--- config.mk ---
export PLATFORM = sky130hd
export DESIGN_NAME = crc16_frame_receiver_unit
export DESIGN_NICKNAME = d
export VERILOG_FILES = /design/src/rtl/core/crcfr_pkg.sv /design/src/rtl/core/crcfr_skid.sv /design/src/rtl/core/crc16_frame_receiver_unit.sv
export SDC_FILE = /design/constraint.sdc
export NUM_CORES = 1
export LEC_CHECK = 0
export BUFFER_PORTS_ARGS = -buffer_cell sky130_fd_sc_hd__buf_2
export CORE_ASPECT_RATIO = 1.25
export CORE_MARGIN = 2
export CORE_UTILIZATION = 50
export CTS_CLUSTER_DIAMETER = 150
export DETAILED_ROUTE_END_ITERATION = 8
export GPL_TIMING_DRIVEN = 0
export PLACE_DENSITY = 0.72
export SYNTH_ARGS = -nofsm -noshare
export SYNTH_HDL_FRONTEND = slang
export SYNTH_SLANG_ARGS = --single-unit
--- constraint.sdc ---
create_clock -name aclk -period 18.1 [get_ports aclk]
set_clock_uncertainty 0.2 [all_clocks]
set_input_delay 0.905 -clock aclk [delete_from_list [all_inputs] [get_ports aclk]]
set_output_delay 0.905 -clock aclk [all_outputs]
set_load 0.005 [all_outputs]
--- src/rtl/core/crcfr_pkg.sv ---
// Shared types, constants and the CRC-16/CCITT byte update for the frame receiver.
`timescale 1ns / 1ps

package crcfr_pkg;

    localparam int RX_W       = 8;
    localparam int SYNC_W     = 16;
    localparam int LIMIT_W    = 11;
    localparam int CRC_W      = 16;
    localparam int LEN_W      = 16;
    localparam int IDX_W      = 10;
    localparam int CNT_W      = 32;
    localparam int TDATA_W    = 152;
    localparam int TUSER_W    = 3;
    localparam int APB_ADDR_W = 3;
    localparam int APB_DATA_W = 32;

    localparam logic [CRC_W-1:0]   CRC_INIT    = 16'hFFFF;
    localparam logic [CRC_W-1:0]   CRC_POLY    = 16'h1021;
    localparam logic [LIMIT_W-1:0] MAX_PAYLOAD = 11'd1024;
    localparam logic [SYNC_W-1:0]  SYNC_RESET  = 16'hAA55;
    localparam logic [LIMIT_W-1:0] LIMIT_RESET = 11'd1024;

    // register select, taken from paddr[2]
    localparam logic REG_SYNC  = 1'b0;
    localparam logic REG_LIMIT = 1'b1;

    typedef enum logic [2:0] {
        EV_NONE    = 3'd0,
        EV_HEADER  = 3'd1,
        EV_DATA    = 3'd2,
        EV_GOOD    = 3'd3,
        EV_CRC_ERR = 3'd4,
        EV_LEN_ERR = 3'd5
    } event_t;

    typedef struct packed {
        event_t             event_res;
        logic [7:0]         data_byte;
        logic [IDX_W-1:0]   byte_index;
        logic [7:0]         command_code;
        logic [7:0]         frame_flags;
        logic [LEN_W-1:0]   frame_length;
        logic [CRC_W-1:0]   received_crc;
        logic [CRC_W-1:0]   computed_crc;
        logic [CNT_W-1:0]   frame_error_count;
        logic [CNT_W-1:0]   crc_error_count;
    } result_t;

    // MSB-first CRC-16, poly 0x1021, one byte
    function automatic logic [CRC_W-1:0] crc16_byte(input logic [CRC_W-1:0] crc_in,
                                                    input logic [7:0] b);
        logic [CRC_W-1:0] c;
        c = crc_in ^ {b, 8'h00};
        for (int i = 0; i < 8; i++) begin
            c = c[CRC_W-1] ? ({c[CRC_W-2:0], 1'b0} ^ CRC_POLY) : {c[CRC_W-2:0], 1'b0};
        end
        return c;
    endfunction

    localparam logic [CRC_W-1:0] SYNC_LO_CRC_RESET = crc16_byte(CRC_INIT, SYNC_RESET[7:0]);

endpackage

--- src/rtl/core/crcfr_skid.sv ---
// Output register with skid entry; its ready depends only on registered state.
`timescale 1ns / 1ps

module crcfr_skid (
    input  logic                 aclk,
    input  logic                 aresetn,
    input  logic                 in_valid,
    output logic                 in_ready,
    input  crcfr_pkg::result_t   in_word,
    output logic                 out_valid,
    input  logic                 out_ready,
    output crcfr_pkg::result_t   out_word
);

    logic                main_valid_reg;
    logic                skid_valid_reg;
    crcfr_pkg::result_t  main_word_reg;
    crcfr_pkg::result_t  skid_word_reg;
    logic                push;

    assign in_ready  = !skid_valid_reg;
    assign push      = in_valid && !skid_valid_reg;
    assign out_valid = main_valid_reg;
    assign out_word  = main_word_reg;

    always_ff @(posedge aclk) begin
        if (!aresetn) begin
            main_valid_reg <= 1'b0;
            skid_valid_reg <= 1'b0;
        end else if (!main_valid_reg || out_ready) begin
            if (skid_valid_reg) begin
                main_word_reg  <= skid_word_reg;
                main_valid_reg <= 1'b1;
                skid_valid_reg <= 1'b0;
            end else if (push) begin
                main_word_reg  <= in_word;
                main_valid_reg <= 1'b1;
            end else begin
                main_valid_reg <= 1'b0;
            end
        end else if (push) begin
            skid_word_reg  <= in_word;
            skid_valid_reg <= 1'b1;
        end
    end

endmodule

--- src/rtl/core/crc16_frame_receiver_unit.sv ---
// Top level: sync hunt, header parse, payload report and CRC-16 check per byte.
//
//  port group   dir  word contents (low bit first)
//  s_*          in   s_tdata[7:0] rx_byte
//  m_*          out  m_tuser event_res; m_tdata data_byte .. crc_error_count
//  APB          in   0x0 sync_word[15:0], 0x4 payload_limit[10:0]
//
//  One byte per cycle sustained while m_tready stays high; a taken byte goes into the input
//  register, then through the parse/CRC step into the output register or its skid entry.
//  The per-byte CRC-16 update and phase step sit between those two registers.
//  aresetn is synchronous; afterwards all counters are zero and the hunt restarts.
//  A stalled m_tready fills the skid entry; s_tready drops once the skid entry and
//  the input register both hold a word.
`timescale 1ns / 1ps

module crc16_frame_receiver_unit (
    input  logic                                  aclk,
    input  logic                                  aresetn,
    // slave stream
    input  logic                                  s_tvalid,
    output logic                                  s_tready,
    input  logic [crcfr_pkg::RX_W-1:0]            s_tdata,   // [7:0] rx_byte
    // master stream
    output logic                                  m_tvalid,
    input  logic                                  m_tready,
    // [7:0] data_byte, [17:8] byte_index, [25:18] command_code,
    // [33:26] frame_flags, [49:34] frame_length, [65:50] received_crc,
    // [81:66] computed_crc, [113:82] frame_error_count,
    // [145:114] crc_error_count, [151:146] zero
    output logic [crcfr_pkg::TDATA_W-1:0]         m_tdata,
    output logic [crcfr_pkg::TUSER_W-1:0]         m_tuser,   // [2:0] event_res
    // configuration
    input  logic                                  psel,
    input  logic                                  penable,
    input  logic                                  pwrite,
    input  logic [crcfr_pkg::APB_ADDR_W-1:0]      paddr,
    input  logic [crcfr_pkg::APB_DATA_W-1:0]      pwdata,
    output logic [crcfr_pkg::APB_DATA_W-1:0]      prdata,
    output logic                                  pready
);

    typedef enum logic [2:0] {
        PH_SYNC_LO,
        PH_SYNC_HI,
        PH_HEADER,
        PH_PAYLOAD,
        PH_CHECK
    } phase_t;

    // configuration
    logic [crcfr_pkg::SYNC_W-1:0]  sync_reg;
    logic [crcfr_pkg::CRC_W-1:0]   sync_crc_reg;   // CRC after the low sync byte
    logic [crcfr_pkg::LIMIT_W-1:0] limit_reg;
    logic                          cfg_wr;

    assign pready = 1'b1;
    assign cfg_wr = psel && penable && pwrite && pready;
    assign prdata = (paddr[2] == crcfr_pkg::REG_LIMIT)
                  ? {{(crcfr_pkg::APB_DATA_W-crcfr_pkg::LIMIT_W){1'b0}}, limit_reg}
                  : {{(crcfr_pkg::APB_DATA_W-crcfr_pkg::SYNC_W){1'b0}}, sync_reg};

    always_ff @(posedge aclk) begin
        if (!aresetn) begin
            sync_reg     <= crcfr_pkg::SYNC_RESET;
            sync_crc_reg <= crcfr_pkg::SYNC_LO_CRC_RESET;
            limit_reg    <= crcfr_pkg::LIMIT_RESET;
        end else if (cfg_wr) begin
            if (paddr[2] == crcfr_pkg::REG_SYNC) begin
                sync_reg     <= pwdata[crcfr_pkg::SYNC_W-1:0];
                sync_crc_reg <= crcfr_pkg::crc16_byte(crcfr_pkg::CRC_INIT, pwdata[7:0]);
            end else begin
                limit_reg <= pwdata[crcfr_pkg::LIMIT_W-1:0];
            end
        end
    end

    // input register
    logic                        in_valid_reg;
    logic [crcfr_pkg::RX_W-1:0]  in_byte_reg;
    logic                        ob_ready;
    logic                        advance;

    assign advance  = in_valid_reg && ob_ready;
    assign s_tready = !in_valid_reg || ob_ready;

    always_ff @(posedge aclk) begin
        if (!aresetn) begin
            in_valid_reg <= 1'b0;
        end else if (s_tvalid && s_tready) begin
            in_valid_reg <= 1'b1;
            in_byte_reg  <= s_tdata;
        end else if (advance) begin
            in_valid_reg <= 1'b0;
        end
    end

    // frame state
    phase_t                          phase_reg, phase_next;
    logic [1:0]                      hdr_pos_reg, hdr_pos_next;
    logic [7:0]                      cmd_reg, cmd_next;
    logic [7:0]                      flags_reg, flags_next;
    logic [crcfr_pkg::LEN_W-1:0]     len_reg, len_next;
    logic [crcfr_pkg::LIMIT_W-1:0]   pay_cnt_reg, pay_cnt_next;
    logic [7:0]                      crc_lo_reg, crc_lo_next;
    logic                            crc_seen_reg, crc_seen_next;
    logic [crcfr_pkg::CRC_W-1:0]     crc_reg, crc_next;
    logic [crcfr_pkg::CNT_W-1:0]     frame_err_reg, frame_err_next;
    logic [crcfr_pkg::CNT_W-1:0]     crc_err_reg, crc_err_next;

    crcfr_pkg::event_t               ev;
    logic [7:0]                      res_byte;
    logic [crcfr_pkg::IDX_W-1:0]     res_idx;
    logic [crcfr_pkg::CRC_W-1:0]     res_rcrc;
    logic [crcfr_pkg::CRC_W-1:0]     crc_upd;
    logic [crcfr_pkg::LIMIT_W-1:0]   eff_limit;
    logic [crcfr_pkg::LEN_W-1:0]     len_full;
    logic [crcfr_pkg::LIMIT_W-1:0]   cnt_inc;
    logic [7:0]                      b;
    crcfr_pkg::result_t              res;

    assign b         = in_byte_reg;
    assign crc_upd   = crcfr_pkg::crc16_byte(crc_reg, b);
    assign eff_limit = (limit_reg > crcfr_pkg::MAX_PAYLOAD) ? crcfr_pkg::MAX_PAYLOAD : limit_reg;
    assign len_full  = {b, len_reg[7:0]};
    assign cnt_inc   = pay_cnt_reg + 1'b1;

    always_comb begin
        phase_next     = phase_reg;
        hdr_pos_next   = hdr_pos_reg;
        cmd_next       = cmd_reg;
        flags_next     = flags_reg;
        len_next       = len_reg;
        pay_cnt_next   = pay_cnt_reg;
        crc_lo_next    = crc_lo_reg;
        crc_seen_next  = crc_seen_reg;
        crc_next       = crc_reg;
        frame_err_next = frame_err_reg;
        crc_err_next   = crc_err_reg;
        ev             = crcfr_pkg::EV_NONE;
        res_byte       = 8'h00;
        res_idx        = '0;
        res_rcrc       = '0;
        case (phase_reg)
            PH_SYNC_LO: begin
                if (b == sync_reg[7:0]) begin
                    phase_next = PH_SYNC_HI;
                end
            end
            PH_SYNC_HI: begin
                if (b == sync_reg[15:8]) begin
                    phase_next    = PH_HEADER;
                    hdr_pos_next  = 2'd0;
                    pay_cnt_next  = '0;
                    cmd_next      = 8'h00;
                    flags_next    = 8'h00;
                    len_next      = '0;
                    crc_seen_next = 1'b0;
                    crc_next      = crcfr_pkg::crc16_byte(sync_crc_reg, sync_reg[15:8]);
                end else if (b != sync_reg[7:0]) begin
                    phase_next = PH_SYNC_LO;
                end
            end
            PH_HEADER: begin
                crc_next     = crc_upd;
                hdr_pos_next = hdr_pos_reg + 2'd1;
                case (hdr_pos_reg)
                    2'd0:    cmd_next   = b;
                    2'd1:    flags_next = b;
                    2'd2:    len_next   = {len_reg[15:8], b};
                    default: begin
                        len_next = len_full;
                        if (len_full > {{(crcfr_pkg::LEN_W-crcfr_pkg::LIMIT_W){1'b0}},
                                        eff_limit}) begin
                            ev             = crcfr_pkg::EV_LEN_ERR;
                            frame_err_next = frame_err_reg + 1'b1;
                            phase_next     = PH_SYNC_LO;
                        end else begin
                            ev            = crcfr_pkg::EV_HEADER;
                            pay_cnt_next  = '0;
                            crc_seen_next = 1'b0;
                            phase_next    = (len_full == '0) ? PH_CHECK : PH_PAYLOAD;
                        end
                    end
                endcase
            end
            PH_PAYLOAD: begin
                crc_next     = crc_upd;
                ev           = crcfr_pkg::EV_DATA;
                res_byte     = b;
                res_idx      = pay_cnt_reg[crcfr_pkg::IDX_W-1:0];
                pay_cnt_next = cnt_inc;
                if ({{(crcfr_pkg::LEN_W-crcfr_pkg::LIMIT_W){1'b0}}, cnt_inc} >= len_reg) begin
                    phase_next    = PH_CHECK;
                    crc_seen_next = 1'b0;
                end
            end
            PH_CHECK: begin
                if (!crc_seen_reg) begin
                    crc_lo_next   = b;
                    crc_seen_next = 1'b1;
                end else begin
                    res_rcrc      = {b, crc_lo_reg};
                    crc_seen_next = 1'b0;
                    phase_next    = PH_SYNC_LO;
                    if ({b, crc_lo_reg} == crc_reg) begin
                        ev = crcfr_pkg::EV_GOOD;
                    end else begin
                        ev             = crcfr_pkg::EV_CRC_ERR;
                        crc_err_next   = crc_err_reg + 1'b1;
                        frame_err_next = frame_err_reg + 1'b1;
                    end
                end
            end
            default: begin
                phase_next = PH_SYNC_LO;
            end
        endcase
    end

    always_ff @(posedge aclk) begin
        if (!aresetn) begin
            phase_reg     <= PH_SYNC_LO;
            hdr_pos_reg   <= 2'd0;
            cmd_reg       <= 8'h00;
            flags_reg     <= 8'h00;
            len_reg       <= '0;
            pay_cnt_reg   <= '0;
            crc_lo_reg    <= 8'h00;
            crc_seen_reg  <= 1'b0;
            crc_reg       <= crcfr_pkg::CRC_INIT;
            frame_err_reg <= '0;
            crc_err_reg   <= '0;
        end else if (advance) begin
            phase_reg     <= phase_next;
            hdr_pos_reg   <= hdr_pos_next;
            cmd_reg       <= cmd_next;
            flags_reg     <= flags_next;
            len_reg       <= len_next;
            pay_cnt_reg   <= pay_cnt_next;
            crc_lo_reg    <= crc_lo_next;
            crc_seen_reg  <= crc_seen_next;
            crc_reg       <= crc_next;
            frame_err_reg <= frame_err_next;
            crc_err_reg   <= crc_err_next;
        end
    end

    always_comb begin
        res.event_res         = ev;
        res.data_byte         = res_byte;
        res.byte_index        = res_idx;
        res.command_code      = cmd_next;
        res.frame_flags       = flags_next;
        res.frame_length      = len_next;
        res.received_crc      = res_rcrc;
        res.computed_crc      = crc_next;
        res.frame_error_count = frame_err_next;
        res.crc_error_count   = crc_err_next;
    end

    crcfr_pkg::result_t out_word;

    crcfr_skid u_skid (
        .aclk      (aclk),
        .aresetn   (aresetn),
        .in_valid  (advance),
        .in_ready  (ob_ready),
        .in_word   (res),
        .out_valid (m_tvalid),
        .out_ready (m_tready),
        .out_word  (out_word)
    );

    assign m_tuser = out_word.event_res;
    assign m_tdata = {6'b0,
                      out_word.crc_error_count,
                      out_word.frame_error_count,
                      out_word.computed_crc,
                      out_word.received_crc,
                      out_word.frame_length,
                      out_word.frame_flags,
                      out_word.command_code,
                      out_word.byte_index,
                      out_word.data_byte};

    // a CRC mismatch bumps both counters by exactly one
    a_crc_err_count: assert property (@(posedge aclk) disable iff (!aresetn)
        advance && ev == crcfr_pkg::EV_CRC_ERR |=>
            crc_err_reg == $past(crc_err_reg) + 1'b1 &&
            frame_err_reg == $past(frame_err_reg) + 1'b1)
        else $error("crc error did not count in both counters");

    // counters only move when a word is processed
    a_cnt_hold: assert property (@(posedge aclk) disable iff (!aresetn)
        !advance |=> $stable(crc_err_reg) && $stable(frame_err_reg))
        else $error("error counter moved without a word");

    // payload count never runs past the held length
    a_pay_cnt: assert property (@(posedge aclk) disable iff (!aresetn)
        phase_reg == PH_PAYLOAD |->
            {{(crcfr_pkg::LEN_W-crcfr_pkg::LIMIT_W){1'b0}}, pay_cnt_reg} < len_reg)
        else $error("payload count beyond frame length");

    // input side stalls only while a word is held and the output cannot take it
    a_stall: assert property (@(posedge aclk) disable iff (!aresetn)
        !s_tready |-> in_valid_reg && !ob_ready)
        else $error("input stalled without cause");

endmodule

Word-level counts from Yosys, hierarchy flattened

Cells that the tools add are included.

Register bits: 489
Bits in latches: 0
Bits in writable memories: 0
Bits in read-only memories: 0
Input bits: 50
Output and inout port bits: 190
Word-level logic and storage cells: 206
Memories kept: 0

Add/subtract/negate cells: 4
Multiply operators: 0
Div/mod/pow operators: 0
Magnitude comparators: 3
Equality and inequality tests: 17
Shift-type cells: 0
Multiplexer cells: 81
Bitwise gates (word level): 31
Reduce and logical (&&, ||, !) cells: 32

Operator list:

| cell                    | count |
|---|---|
| $mux W13                | 24 |
| $mux W149               | 2 |
| $mux W32                | 7 |
| $pmux W16 S2            | 3 |
| $mux W16                | 5 |
| $not A3 Y3              | 24 |
| $add A32 B1 Y32 const B | 2 |
| $pmux W32 S2            | 1 |
| $mux W11                | 4 |
| $mux W8                 | 5 |
| $mux W3                 | 12 |
| $pmux W11 S3            | 1 |
| $pmux W8 S2             | 2 |
| $xor A16 B16 Y16        | 2 |
| $eq A16 B16 Y1          | 1 |
| $eq A8 B8 Y1            | 2 |
| $ge A11 B16 Y1          | 1 |
| $gt A16 B11 Y1          | 1 |
| $logic_not A16 Y1       | 1 |
| $not A16 Y16            | 1 |
| $pmux W3 S5             | 1 |
| $ne A2 B2 Y1 const B    | 6 |
| $reduce_and A3 Y1       | 4 |
| $reduce_and A6 Y1       | 2 |
| other kinds (29)        | 54 |

Logic depth before layout (Yosys ltp)

Depth in word-level cells: 21
Mapped depth: 14
Gate-level depth less buffers: 13

By module

From an unflattened synthesis, not the netlist that was laid out.

Cells, all modules: 1956
Area total of the unflattened synthesis: 22835.7 sq um

Modules (own cells, without submodules):

| module                    | instances | cells an instance | area each (sq um) | seq. area each (sq um) |
|---|---|---|---|---|
| crc16_frame_receiver_unit | 1         | 1481              | 11733.8           | 3783.6 |
| crcfr_skid                | 1         | 475               | 11101.9           | 8988.6 |

Least setup slack after synthesis

Ideal clock, no wire load.

Path kind: input-to-reg
Start point: input port aresetn
End point: register u_skid.main_word_reg (netlist bit u_skid.out_word[0]) (enable)
Setup time: 0.871 ns
Arrival: 12.484 ns
Required time: 17.029 ns
Path slack: 4.545 ns
Stages: 5
Path buffers: 3
Path through: clkbuf_1 > inv_1 > clkbuf_1 > clkbuf_1 > nor3b_1

Cells in the longest elaborated chain, start to end: 1

RTL lines:

| element                            | RTL line                        | text |
|---|---|---|
| start: declaration                 | crc16_frame_receiver_unit.sv:18 | `input logic aresetn,` |
| $reduce_and A3 Y1 (no source line) | n/a                             |  |
| end signal: assignment             | crcfr_skid.sv:32                | `main_word_reg <= skid_word_reg;` |
| end signal: assignment             | crcfr_skid.sv:36                | `main_word_reg <= in_word;` |
| end: declaration                   | crcfr_skid.sv:17                | `crcfr_pkg::result_t main_word_reg;` |

No other way between the ends.
A chain may end at the register's enable or synchronous reset.

Final worst setup path

Start point: register u_skid.skid_valid_reg
End point: register u_skid.skid_word_reg[127] (netlist bit) (enable)

Cells in the longest elaborated chain, start to end: 4

RTL lines:

| element                              | RTL line                           | text |
|---|---|---|
| start: declaration                   | crcfr_skid.sv:16                   | `logic skid_valid_reg;` |
| start signal: assignment             | crcfr_skid.sv:29                   | `skid_valid_reg <= 1'b0;` |
| start signal: assignment             | crcfr_skid.sv:34                   | `skid_valid_reg <= 1'b0;` |
| start signal: assignment             | crcfr_skid.sv:43                   | `skid_valid_reg <= 1'b1;` |
| $logic_not A1 Y1 *                   | crcfr_skid.sv:21, crcfr_skid.sv:22 |  |
| $logic_and A1 B1 Y1                  | crc16_frame_receiver_unit.sv:83    | `assign advance = in_valid_reg && ob_ready;` |
| $logic_and A1 B1 Y1 *                | crcfr_skid.sv:22                   | `assign push = in_valid && !skid_valid_reg;` |
| $reduce_and A3 Y1 (no source line) * | n/a                                |  |
| end signal: assignment               | crcfr_skid.sv:42                   | `skid_word_reg <= in_word;` |
| end: declaration                     | crcfr_skid.sv:18                   | `crcfr_pkg::result_t skid_word_reg;` |

Every way passes the cells marked *; elsewhere a longest branch is shown, timed or not.

==> flow_metrics.py <==
metrics = {
    "status": {
        "outcome": "complete, no violations",
    },
    "critical_path": {
        "cp_max_fo": 37,
        "critPathKind": "flip-flop to flip-flop",
        "crit_path_max_incr_delay_ns": 0.75,
        "crit_chain": "clkbuf_1 > clkinv_1 > nand2_1 > clkbuf_1 > clkbuf_1 > clkbuf_1 > nor2_4 > buf_12 > buf_12",
        "path_common_cell": "clkbuf_1",
        "crit_arrival_ns": 4.92,
        "worstSetupEndpointType": "flip-flop",
        "start_kind": "flip-flop",
        "worst_path_max_delay_cell": "clkbuf_1",
        "required_ns": 18.21,
    },
    "power_and_ir_drop": {
        "p_clk_share_pct": 43.1,
        "netSwitchingFraction_pct": 23.0,
        "p_per_area_nw_per_um2": 88.6,
        "p_sw_uw": 531,
        "leakage_uw": 0.00962,
        "pwr-share-seq_pct": 51.8,
        "comb_power_share_pct": 5.1,
        "p_int_uw": 1780,
        "vdd_ir_drop_max_v": 0.0000633,
        "power.total_uw": 2310,
    },
    "global_route": {
        "grt_pass1_wl_um": 94600,
        "antenna_found_initial": 0,
        "grtUsageMet1_pct": 32.8,
        "top_usage_layer": "met2",
        "grt_overflow": 0,
        "grtUsageMet2_pct": 44.0,
        "grt_pass1_vias": 16600,
        "grtUsageTotal_pct": 25.8,
        "grt_max_degree": 38,
        "grt_use_met3_pct": 3.52,
    },
    "sta": {
        "rsz0062_at_grt": "no",
        "finalSetupTns_ns": 0,
        "fin_crit_ns": 4.81,
        "tightest_slew_ns": 1.18,
        "post-route-period-util_pct": 26.6,
        "setup_viol_count_final": 0,
        "slew_headroom_pct": 21.2,
        "max_freq_mhz": 208,
        "finalHoldViolations": 0,
        "maxSlewViolCount": 0,
    },
    "synth": {
        "ys_ff_latch": 485,
        "synth_mux_area_share_pct": 6.89,
        "yosysSeqAreaShare_pct": 56.7,
        "avgSynthCellArea_um2": 11.1,
        "synthAdderAreaFrac_pct": 1.66,
        "synth-warning-count": 0,
        "async_reset_ff_share_pct": 0,
        "synth_compound_area_share_pct": 9.00,
        "synth_top_family_by_area": "simple AND/OR/NAND/NOR gates",
        "synth-simple-area-share_pct": 15.7,
        "postSynthCellCount": 2032,
        "synthesis.area_um2": 22500,
        "synth_edf_count": 306,
        "synth_ff_type": "edfxtp_1",
        "synth_xor_area_share_pct": 6.36,
        "synth.distinct_cells": 80,
    },
    "route": {
        "dr.first_iter.drc_count": 1694,
        "drt_pass1_iterations": 6,
        "wl_um": 61800,
        "avgViaCountPerCell": 5.82,
        "routed-via-count": 17000,
        "ant_nets": 0,
        "wl_per_cell_um": 21.1,
        "drc_errors": 0,
    },
    "clock_network": {
        "ctsResizeCount": 0,
        "cts_root_buf": "clkbuf_16",
        "clk_pin_slew_ns": 0.07,
        "clockBufferDepth": 3,
        "cts_setup_buffers": 0,
        "holdBufCountCts": 0,
        "clk_latency_ns": 0.59,
        "cts-htree-levels": 2,
        "cts-buffers-inserted": 47,
        "cts_sinks": 485,
        "cts_tree": "built",
    },
    "layout": {
        "drive_above_1_share_pct": 20.6,
        "fin_util_pct": 58.2,
        "fillers": 3769,
        "nNetsFinal": 2393,
        "area_growth_pct": 15.7,
        "num_antenna_cells": 0,
        "finalNonFillerCells": 2930,
    },
    "die": {
        "rows": 87,
        "die_area_um2": 46800,
        "die_w_um": 194,
        "initial_core_util_pct": 50.3,
        "coreArea_um2": 44800,
        "die_h_um": 241,
        "io_pins": 240,
    },
    "placed_design": {
        "port_buffers": 195,
        "gp_congestion": 0.935,
        "dpl.cell_count": 2842,
        "hpwl_um": 44500,
    },
    "min_path": {
        "worstHoldPathType": "flip-flop to flip-flop",
    },
    "job": {
        "maxCapViolCount": 0,
    },
}
[cells in the final DEF (no fill, tap or decap), drive strengths merged, types with 7 or more instances in the layout]
cell type	synthesis	routed
a22oi	7	7
a31oi	22	22
conb	2	23
and2	12	12
a21o	7	7
nand3	61	61
a22o	16	16
dfxtp	179	179
nor4	16	16
o211ai	17	17
mux2	126	126
nand2b	12	12
o31ai	41	41
a2bb2oi	10	10
nand2	224	224
or2	7	7
and3	47	47
xor2	71	71
a21oi	74	74
nor2	189	189
a221o	13	13
ha	30	30
or4	39	39
clkinv	1	13
nand4	34	34
clkbuf	104	162
a211oi	7	7
xnor2	91	91
nor2b	13	13
mux2i	13	13
buf	52	263
o21ai	50	50
nor3	47	47
edfxtp	306	306
inv	31	41
or3	8	8
[cell usage after synthesis (4+ instances only)]
cell	count	area, um2
a211oi_1	7	52.6
a21o_1	7	52.6
a21oi_1	74	370
a221o_1	13	130
a222oi_1	4	40.0
a22o_1	16	140
a22oi_1	7	52.6
a2bb2oi_1	10	87.6
a31oi_1	22	138
and2_1	12	75.1
and3_1	47	294
buf_1	10	37.5
buf_2	13	65.1
buf_4	29	218
clkbuf_1	101	379
dfxtp_1	179	3580
edfxtp_1	306	9190
ha_1	30	375
inv_1	30	113
mux2_2	125	1410
mux2i_1	13	130
nand2_1	223	837
nand2b_1	12	75.1
nand3_1	61	305
nand4_1	34	213
nor2_1	187	702
nor2b_1	13	81.3
nor3_1	45	225
nor4_1	14	87.6
nor4b_1	4	35.0
o211ai_1	17	128
o21a_1	5	37.5
o21ai_0	48	240
o22ai_1	5	31.3
o31ai_1	41	308
or2_2	6	37.5
or3_1	7	43.8
or4_1	37	278
xnor2_1	89	780
xor2_1	71	622
[final cells by class]
cell class,instances,area (um2),share of cell area (%)
Sequential cell,485,12800,49.0
Multi-Input combinational cell,1380,9030,34.6
Clock buffer,58,1240,4.74
Timing Repair Buffer,211,1190,4.58
Tap cell,578,723,2.77
Buffer,156,714,2.74
Clock inverter,30,295,1.13
Inverter,32,120,0.460
[critical path: cells and delay by family, from the launching register on]
family	cells	cell delay (ns)
buffers and inverters	7	3.10
AND/OR/NAND/NOR	2	0.86
flip-flops	1	0.32
[path summary, 6_finish.rpt]
| path | start | to | slack [ns] | cells past startpoint |
|---|---|---|---|---|
| worst min register to register | sync_crc_reg[12] | sync_crc_reg[12] | 0.27 | 2 |
| worst min-delay path | sync_crc_reg[12] | sync_crc_reg[12] | 0.27 | 2 |
| worst max-delay path | u_skid.skid_valid_reg | u_skid.skid_word_reg[127] | 13.29 | 9 |
| worst max register to register | u_skid.skid_valid_reg | u_skid.skid_word_reg[127] | 13.29 | 9 |
[stage by stage]
step | hold WS (ns) | area, um2 | setup slack (ns)
after floorplan | 0.241 | 22600 | 4.55
after global placement | 0.254 | 24300 | -0.648
after detailed placement | 0.263 | 24600 | 13.03
after CTS | 0.271 | 26100 | 13.47
after global routing | 0.292 | 26100 | 13.30
final | 0.272 | 26100 | 13.29
[cell families (layout without fill, tap and decap cells)]
kind of cell,Yosys count,in the layout
multiplexers,139,139
XOR/XNOR,162,162
buffers and inverters,188,487
AO/OA/AOI/OAI,300,300
other,2,23
flip-flops,485,485
adder cells (fa/ha/maj),30,30
AND/OR/NAND/NOR,726,726
[metal layers]
layer | vias to the layer above | share of wire (%)
li1 | 7914 | -
met1 | 8175 | 41
met2 | 773 | 48
met3 | 178 | 6.6
met4 | 0 | 4.5
met5 | - | 0
[power by group through the flow]
stage	clock [uW]	sequential, uW	combinational (uW)
after floorplan	0	1220	67.1
after global placement	0	1230	110
after detailed placement	0	1220	115
after CTS	1000	1200	116
after global routing	1050	1200	127
final	996	1200	118
Note: power is estimated with default switching activity, not from simulation.
